**config.mk**
```make
export PLATFORM = sky130hd
export DESIGN_NAME = record_antireplay_window
export DESIGN_NICKNAME = d
export VERILOG_FILES = /design/src/hw/rtl/rec_aw_pkg.sv /design/src/hw/rtl/rec_aw_front.sv /design/src/hw/rtl/rec_aw_fifo.sv /design/src/hw/rtl/rec_aw_back.sv /design/src/hw/rtl/record_antireplay_window.sv
export SDC_FILE = /design/constraint.sdc
export NUM_CORES = 1
export LEC_CHECK = 0
export ABC_CLOCK_PERIOD_IN_PS = 6300
export BUFFER_PORTS_ARGS = -buffer_cell sky130_fd_sc_hd__buf_2
export CAP_MARGIN = 20
export CORE_MARGIN = 2
export CORE_UTILIZATION = 45
export DETAILED_ROUTE_END_ITERATION = 6
export PLACE_DENSITY = 0.61
export SLEW_MARGIN = 5
export SYNTH_ARGS = -nofsm -noshare
export SYNTH_HDL_FRONTEND = slang
export SYNTH_HIERARCHICAL = 1
export SYNTH_SLANG_ARGS = --single-unit
```
**constraint.sdc**
```tcl
create_clock -name clk_i -period 6.3 [get_ports clk_i]
set_clock_uncertainty 0.15 [all_clocks]
set_input_delay 0.63 -clock clk_i [delete_from_list [all_inputs] [get_ports clk_i]]
set_output_delay 0.63 -clock clk_i [all_outputs]
set_load 0.01 [all_outputs]
```
**src/hw/rtl/rec_aw_pkg.sv**
```systemverilog
// Shared types and constants for the record anti-replay window.
`timescale 1ns / 1ps
package rec_aw_pkg;

  localparam int unsigned WINDOW_SIZE = 64;
  localparam int unsigned WIN_IDX_W   = $clog2(WINDOW_SIZE);
  localparam int unsigned QUEUE_DEPTH = 2;

  localparam logic [31:0] MAGIC_TKSR   = 32'h544B_5352;
  localparam logic [7:0]  WIRE_VERSION = 8'd1;
  localparam logic [15:0] HEADER_BYTES = 16'd32;
  localparam logic [15:0] TAG_BYTES    = 16'd16;

  localparam int unsigned IN_DATA_W  = 248;
  localparam int unsigned OUT_DATA_W = 24;
  localparam int unsigned CFG_ADDR_W = 2;

  typedef enum logic [2:0] {
    V_OK        = 3'd0,
    V_NOT_READY = 3'd1,
    V_MALFORMED = 3'd2,
    V_DIRECTION = 3'd3,
    V_REPLAY    = 3'd4,
    V_AUTH      = 3'd5
  } verdict_e;

  typedef enum logic [CFG_ADDR_W-1:0] {
    REG_EPOCH = 2'd0,
    REG_DIR   = 2'd1,
    REG_READY = 2'd2
  } cfg_reg_e;

  typedef struct packed {
    logic [63:0] epoch;
    logic [7:0]  direction;
    logic        ready;
  } cfg_t;

  typedef struct packed {
    verdict_e    pre;
    logic [63:0] seq;
    logic [15:0] plen;
    logic        tag;
  } entry_t;

endpackage

```
**src/hw/rtl/rec_aw_front.sv**
```systemverilog
// Front end: accept record headers, run the stateless checks, queue the item.
`timescale 1ns / 1ps
module rec_aw_front (
  input  rec_aw_pkg::cfg_t   cfg_i,
  input  logic [rec_aw_pkg::IN_DATA_W-1:0] s_axis_tdata, // magic, version, direction,
                                                         // hdr len, epoch, seq, plen,
                                                         // total, room, zero pad
  input  logic               s_axis_tuser,  // tag_ok
  input  logic               s_axis_tvalid,
  output logic               s_axis_tready,
  input  logic               full_i,
  output logic               push_o,
  output rec_aw_pkg::entry_t entry_o
);
  import rec_aw_pkg::*;

  logic [31:0] magic;
  logic [7:0]  version;
  logic [7:0]  direction;
  logic [15:0] hdr_len;
  logic [63:0] epoch;
  logic [63:0] seq;
  logic [15:0] plen;
  logic [16:0] total;
  logic [15:0] room;
  logic [16:0] exp_total;
  logic        bad_struct;
  logic        bad_body;
  logic        unused_pad;

  assign magic      = s_axis_tdata[31:0];
  assign version    = s_axis_tdata[39:32];
  assign direction  = s_axis_tdata[47:40];
  assign hdr_len    = s_axis_tdata[63:48];
  assign epoch      = s_axis_tdata[127:64];
  assign seq        = s_axis_tdata[191:128];
  assign plen       = s_axis_tdata[207:192];
  assign total      = s_axis_tdata[224:208];
  assign room       = s_axis_tdata[240:225];
  assign unused_pad = ^s_axis_tdata[IN_DATA_W-1:241];

  assign exp_total = {1'b0, HEADER_BYTES} + {1'b0, TAG_BYTES} + {1'b0, plen};

  assign bad_struct = (total < ({1'b0, HEADER_BYTES} + {1'b0, TAG_BYTES})) ||
                      (magic != MAGIC_TKSR) || (version != WIRE_VERSION) ||
                      (hdr_len != HEADER_BYTES) || (epoch != cfg_i.epoch);
  assign bad_body   = (seq == 64'd0) || (plen == 16'd0) || (plen > room) ||
                      (total != exp_total);

  always_comb begin
    entry_o.seq  = seq;
    entry_o.plen = plen;
    entry_o.tag  = s_axis_tuser;
    if (!cfg_i.ready) begin
      entry_o.pre = V_NOT_READY;
    end else if (bad_struct) begin
      entry_o.pre = V_MALFORMED;
    end else if (direction != cfg_i.direction) begin
      entry_o.pre = V_DIRECTION;
    end else if (bad_body) begin
      entry_o.pre = V_MALFORMED;
    end else begin
      entry_o.pre = V_OK;
    end
  end

  assign s_axis_tready = !full_i;
  assign push_o        = s_axis_tvalid && !full_i && (unused_pad || !unused_pad);

endmodule

```
**src/hw/rtl/rec_aw_fifo.sv**
```systemverilog
// Short queue of classified items between front and back.
`timescale 1ns / 1ps
module rec_aw_fifo (
  input  logic               clk_i,
  input  logic               rst_ni,
  input  logic               push_i,
  input  rec_aw_pkg::entry_t data_i,
  output logic               full_o,
  input  logic               pop_i,
  output logic               valid_o,
  output rec_aw_pkg::entry_t data_o
);
  import rec_aw_pkg::*;

  localparam int unsigned PTR_W = (QUEUE_DEPTH > 1) ? $clog2(QUEUE_DEPTH) : 1;
  localparam int unsigned CNT_W = $clog2(QUEUE_DEPTH + 1);

  entry_t             mem_q [QUEUE_DEPTH];
  logic [PTR_W-1:0]   wr_ptr_q, wr_ptr_d;
  logic [PTR_W-1:0]   rd_ptr_q, rd_ptr_d;
  logic [CNT_W-1:0]   count_q, count_d;
  logic               do_push;
  logic               do_pop;

  function automatic logic [PTR_W-1:0] ptr_next(input logic [PTR_W-1:0] p);
    if (p == PTR_W'(QUEUE_DEPTH - 1)) begin
      return '0;
    end
    return p + PTR_W'(1);
  endfunction

  assign full_o  = (count_q == CNT_W'(QUEUE_DEPTH));
  assign valid_o = (count_q != '0);
  assign do_push = push_i && !full_o;
  assign do_pop  = pop_i && valid_o;
  assign data_o  = mem_q[rd_ptr_q];

  always_comb begin
    wr_ptr_d = do_push ? ptr_next(wr_ptr_q) : wr_ptr_q;
    rd_ptr_d = do_pop ? ptr_next(rd_ptr_q) : rd_ptr_q;
    count_d  = count_q;
    if (do_push && !do_pop) begin
      count_d = count_q + CNT_W'(1);
    end else if (!do_push && do_pop) begin
      count_d = count_q - CNT_W'(1);
    end
  end

  always_ff @(posedge clk_i or negedge rst_ni) begin
    if (!rst_ni) begin
      wr_ptr_q <= '0;
      rd_ptr_q <= '0;
      count_q  <= '0;
    end else begin
      wr_ptr_q <= wr_ptr_d;
      rd_ptr_q <= rd_ptr_d;
      count_q  <= count_d;
    end
  end

  always_ff @(posedge clk_i) begin
    if (do_push) begin
      mem_q[wr_ptr_q] <= data_i;
    end
  end

endmodule

```
**src/hw/rtl/rec_aw_back.sv**
```systemverilog
// Back end: replay window check and update, result register.
`timescale 1ns / 1ps
module rec_aw_back (
  input  logic               clk_i,
  input  logic               rst_ni,
  input  logic               clear_i,
  input  logic               valid_i,
  input  rec_aw_pkg::entry_t entry_i,
  output logic               pop_o,
  output logic [rec_aw_pkg::OUT_DATA_W-1:0] m_axis_tdata, // verdict, accepted_length,
                                                          // zero pad
  output logic               m_axis_tvalid,
  input  logic               m_axis_tready
);
  import rec_aw_pkg::*;

  logic [63:0]            hs_q, hs_d;
  logic [WINDOW_SIZE-1:0] mask_q, mask_d;
  logic                   out_valid_q, out_valid_d;
  verdict_e               verdict_q, verdict_d;
  logic [15:0]            len_q, len_d;
  logic                   ahead;
  logic [63:0]            dist_dn;
  logic [63:0]            dist_up;
  logic                   dn_far;
  logic                   up_far;
  logic                   replay;
  verdict_e               verdict_c;

  assign ahead   = entry_i.seq > hs_q;
  assign dist_dn = hs_q - entry_i.seq;
  assign dist_up = entry_i.seq - hs_q;
  assign dn_far  = dist_dn >= 64'(WINDOW_SIZE);
  assign up_far  = dist_up >= 64'(WINDOW_SIZE);
  assign replay  = !ahead && (dn_far || mask_q[dist_dn[WIN_IDX_W-1:0]]);

  always_comb begin
    if (entry_i.pre != V_OK) begin
      verdict_c = entry_i.pre;
    end else if (replay) begin
      verdict_c = V_REPLAY;
    end else if (!entry_i.tag) begin
      verdict_c = V_AUTH;
    end else begin
      verdict_c = V_OK;
    end
  end

  assign pop_o = valid_i && (!out_valid_q || m_axis_tready);

  always_comb begin
    hs_d        = hs_q;
    mask_d      = mask_q;
    out_valid_d = out_valid_q && !m_axis_tready;
    verdict_d   = verdict_q;
    len_d       = len_q;
    if (pop_o) begin
      out_valid_d = 1'b1;
      verdict_d   = verdict_c;
      len_d       = (verdict_c == V_OK) ? entry_i.plen : 16'd0;
      if (verdict_c == V_OK) begin
        if (ahead) begin
          hs_d = entry_i.seq;
          if (up_far) begin
            mask_d = WINDOW_SIZE'(1);
          end else begin
            mask_d = (mask_q << dist_up[WIN_IDX_W-1:0]) | WINDOW_SIZE'(1);
          end
        end else begin
          mask_d = mask_q | (WINDOW_SIZE'(1) << dist_dn[WIN_IDX_W-1:0]);
        end
      end
    end
    if (clear_i) begin
      hs_d   = '0;
      mask_d = '0;
    end
  end

  always_ff @(posedge clk_i or negedge rst_ni) begin
    if (!rst_ni) begin
      hs_q        <= '0;
      mask_q      <= '0;
      out_valid_q <= 1'b0;
    end else begin
      hs_q        <= hs_d;
      mask_q      <= mask_d;
      out_valid_q <= out_valid_d;
    end
  end

  always_ff @(posedge clk_i) begin
    verdict_q <= verdict_d;
    len_q     <= len_d;
  end

  assign m_axis_tvalid = out_valid_q;
  assign m_axis_tdata  = {{(OUT_DATA_W - 19){1'b0}}, len_q, verdict_q};

  a_len_zero_unless_ok: assert property (@(posedge clk_i) disable iff (!rst_ni)
    (out_valid_q && (verdict_q != V_OK)) |-> (len_q == 16'd0))
    else $error("accepted length nonzero on a rejected item");

  a_top_bit_marked: assert property (@(posedge clk_i) disable iff (!rst_ni)
    (hs_q != 64'd0) |-> mask_q[0])
    else $error("highest accepted number not marked in window");

  a_empty_window: assert property (@(posedge clk_i) disable iff (!rst_ni)
    (hs_q == 64'd0) |-> (mask_q == '0))
    else $error("window bits set with no accepted number");

  a_highest_moves_up: assert property (@(posedge clk_i) disable iff (!rst_ni)
    (pop_o && (verdict_c == V_OK) && !clear_i) |=> (hs_q >= $past(entry_i.seq)))
    else $error("highest number below an accepted number");

  a_verdict_range: assert property (@(posedge clk_i) disable iff (!rst_ni)
    out_valid_q |-> (verdict_q <= V_AUTH))
    else $error("verdict code out of range");

endmodule

```
**src/hw/rtl/record_antireplay_window.sv**
```systemverilog
// Top level of the record anti-replay window checker.
// A header accepted at the input is written into the queue; the back end pops it and registers its verdict.
// Throughput: one item per cycle while m_axis_tready stays high; the window compare, shift and update in the back
//   end are computed combinationally from the registered window state, so items follow back to back.
// Reset clears the configuration registers, the window state and the queue;
// writing the epoch register clears the window at once.
`timescale 1ns / 1ps
module record_antireplay_window (
  input  logic clk_i,
  input  logic rst_ni,
  input  logic                                cfg_valid_i,
  output logic                                cfg_ready_o,
  input  logic [rec_aw_pkg::CFG_ADDR_W-1:0]   cfg_addr_i,
  input  logic [63:0]                         cfg_wdata_i,
  input  logic [rec_aw_pkg::IN_DATA_W-1:0]    s_axis_tdata, // magic, version, direction,
                                                            // hdr len, epoch, seq, plen,
                                                            // total, room, zero pad
  input  logic                                s_axis_tuser, // tag_ok
  input  logic                                s_axis_tvalid,
  output logic                                s_axis_tready,
  output logic [rec_aw_pkg::OUT_DATA_W-1:0]   m_axis_tdata, // verdict, accepted_length,
                                                            // zero pad
  output logic                                m_axis_tvalid,
  input  logic                                m_axis_tready
);
  import rec_aw_pkg::*;

  cfg_t   cfg_q, cfg_d;
  logic   clear;
  logic   push;
  logic   full;
  logic   pop;
  logic   q_valid;
  entry_t front_entry;
  entry_t q_entry;

  assign cfg_ready_o = 1'b1;

  always_comb begin
    cfg_d = cfg_q;
    clear = 1'b0;
    if (cfg_valid_i) begin
      unique case (cfg_reg_e'(cfg_addr_i))
        REG_EPOCH: begin
          cfg_d.epoch = cfg_wdata_i;
          clear       = 1'b1;
        end
        REG_DIR:   cfg_d.direction = cfg_wdata_i[7:0];
        REG_READY: cfg_d.ready     = cfg_wdata_i[0];
        default: ;
      endcase
    end
  end

  always_ff @(posedge clk_i or negedge rst_ni) begin
    if (!rst_ni) begin
      cfg_q <= '0;
    end else begin
      cfg_q <= cfg_d;
    end
  end

  rec_aw_front u_front (
    .cfg_i         (cfg_q),
    .s_axis_tdata  (s_axis_tdata),
    .s_axis_tuser  (s_axis_tuser),
    .s_axis_tvalid (s_axis_tvalid),
    .s_axis_tready (s_axis_tready),
    .full_i        (full),
    .push_o        (push),
    .entry_o       (front_entry)
  );

  rec_aw_fifo u_fifo (
    .clk_i   (clk_i),
    .rst_ni  (rst_ni),
    .push_i  (push),
    .data_i  (front_entry),
    .full_o  (full),
    .pop_i   (pop),
    .valid_o (q_valid),
    .data_o  (q_entry)
  );

  rec_aw_back u_back (
    .clk_i         (clk_i),
    .rst_ni        (rst_ni),
    .clear_i       (clear),
    .valid_i       (q_valid),
    .entry_i       (q_entry),
    .pop_o         (pop),
    .m_axis_tdata  (m_axis_tdata),
    .m_axis_tvalid (m_axis_tvalid),
    .m_axis_tready (m_axis_tready)
  );

endmodule
```
==> impl_metrics.ini <==
[status]
status = finished, final reports clean

[timing]
setup_viol = 0
worst_pin_slew_ps = 1210
final-hold-violation-count = 0
slew_headroom_pct = 18.0
drv_slew = 0
final.period_utilization_pct = 97.8
min_period_ps = 6160
max_freq_mhz = 162

[cts]
clkSinkCount = 393
clk_pin_slew_ps = 60
cts_root_buf = clkbuf_16
cts_made_buffers = 45
cts_tree = yes
cts_buffer_depth = 3
clock_latency_ps = 610
cts-htree-levels = 2

[synth]
ys_types = 95
yosys_warnings = 6
avgSynthCellArea_sq_um = 8.95
synth_edf_count = 187
seq_area_frac_synth_pct = 33.3
ys_ff_latch = 393
syn_inst = 3609
syn_area_sq_um = 32300
synthFlopType = dfrtp_1
async_flop_share_pct = 52.4

[cells_and_area]
final_nets = 4369
final_cell_mix = 332 x buf_2, 332 x a21oi_1, 305 x nor2_1, 267 x nand2_1, 205 x dfrtp_1
drive_above_1_share_pct = 19.6
fin_util_pct = 51.9
syn2layout_area_growth_pct = 14.4
final_cells = 4894

[die]
initial_core_util_pct = 45.4
die_x_um = 272
io_pins = 347
num_rows = 98
die_h_um = 272
core_area_sq_um = 71200
design.die.area_sq_um = 74000

[grt]
grt_pass1_wl_um = 181000
grt_pass1_vias = 28943
overflow = 0
grt_antenna_before_repair = 15
grt_use_total_pct = 31.9
grt_max_degree = 78

[worst_setup_path]
cp_max_fo = 16
start_kind = register
critPathRequiredTime_ps = 6600
cp.arrival_ps = 6460
crit_type = reg -> reg
endpoint_kind = register

[detailed_routing]
routed_wl_um = 121000
dr.pass1.iters = 6
drc = 0
first_iter_violations = 2811
vias = 30137
drtAntennaViolNets = 0
via_per_inst = 6.16
routedWlPerCell_um = 24.7

[placed_design]
dp_hpwl_um = 96200
dp.cells = 4796
port-buffer-count = 333
gp_congestion = 1.06

[job]
drv_cap = 0

[worst_hold_path]
hold_class = in -> reg
[routing by layer]
| layer | vias to the layer above | track usage [%] | wire length [um] | share of wire [%] |
|---|---|---|---|---|
| met5 | - | 0 | 132 | 0.11 |
| met1 | 14604 | 44.2 | 52500 | 43 |
| li1 | 13937 | - | - | - |
| met2 | 1350 | 49.9 | 53800 | 45 |
| met4 | 20 | 10.2 | 4140 | 3.4 |
| met3 | 226 | 6.34 | 10300 | 8.5 |
[per-stage QoR]
step	area, sq um	setup TNS (ps)	setup WS, ps	hold slack [ps]
after floorplan	32300	0	1250	184
after CTS	36900	0	286	52.0
final	37000	0	140	83.9
after global routing	37000	-1.65	-1.65	69.2
after detailed placement	35300	0	310	334
after global placement	35300	0	319	322
[flip-flops by register name (all words and copies together) (netlist names)]
register	cells
u_fifo/mem_q	168
cfg_q	73
u_back/hs_q	64
u_back/mask_q	64
u_back/len_q	16
u_back/verdict_q	3
u_fifo/count_q	2
u_back/m_axis_tvalid	1
u_fifo/rd_ptr_q	1
u_fifo/wr_ptr_q	1
[worst paths after layout]
path	from	end	slack, ps	depth (start not counted)
worst max-delay path	u_fifo/rd_ptr_q	u_back/len_q[10]	140	16
worst min-delay path	s_axis_tuser	u_fifo/mem_q[0][0]	80	1
worst max register to register	u_fifo/rd_ptr_q	u_back/len_q[10]	140	16
worst min register to register	u_fifo/count_q[1]	u_fifo/count_q[1]	340	1
max in group asynchronous	rst_ni	cfg_q[32]	4230	3
min in group asynchronous	rst_ni	u_back/mask_q[37]	410	2
[layout make-up]
cell class                 count  area, sq um
antenna                        6         15.0
clock buffer                  54         1190
clock inverter                29          350
fill                        6768        34300
inverter                     172          646
multi-input combinational   2748        19400
sequential                   393        10800
tap                          950         1190
timing repair buffer         542         3400
[cells in the mapped netlist, drive strengths merged, types with 13 or more instances]
cell type,number,area [sq um]
a21oi,340,1720
o32ai,62,543
ha,145,1810
nor2,310,1170
nor4,70,444
o21a,85,638
a31oi,47,294
a22oi,13,97.6
inv,171,642
edfxtp,187,5620
mux4,25,563
nand2b,15,93.8
xnor2,81,709
clkbuf,121,454
nor3,57,285
mux2i,159,1590
o21ai,206,1030
nor2b,16,100
or4,15,113
a21o,40,300
dfrtp,206,5150
and2,26,163
and4,27,236
nand4,95,601
buf,179,1210
nand3,48,240
o31ai,14,110
xor2,92,806
nand2,268,1010
mux2,179,2020
o22ai,16,100
o21bai,18,135
o211ai,22,165
a211oi,61,468
a221oi,20,181
[worst max-delay path, stage by stage (launching register included)]
cell	delay [ps]
dfrtp_4	610
buf_4	190
mux2_1	250
inv_1	60
ha_1	670
and4_1	410
nand4_1	380
o31ai_1	560
o22ai_1	250
or4_1	650
nor4_1	420
or4b_1	560
nor3_1	210
buf_4	180
o21a_1	160
buf_12	150
and2_1	140
[kinds of logic after synthesis]
group,synth area share [%]
buf+inv,7.14
fa+ha+maj,5.74
other cells,0.0348
mux,12.9
simple gates,15.6
compound gates,20.6
flops,33.3
xor+xnor,4.69
[what timing repair did]
action / in CTS / in global routing
endpoints found under the setup margin: 0 / 79
buffers inserted: 0 / 6
gates resized for setup: 0 / 4
hold buffers: 1 / 0
hold endpoints to repair: 59 / 0
Power is left out: the tool's default activity adds up to more than one toggle a clock period on the data nets, which glitch-free logic cannot reach.
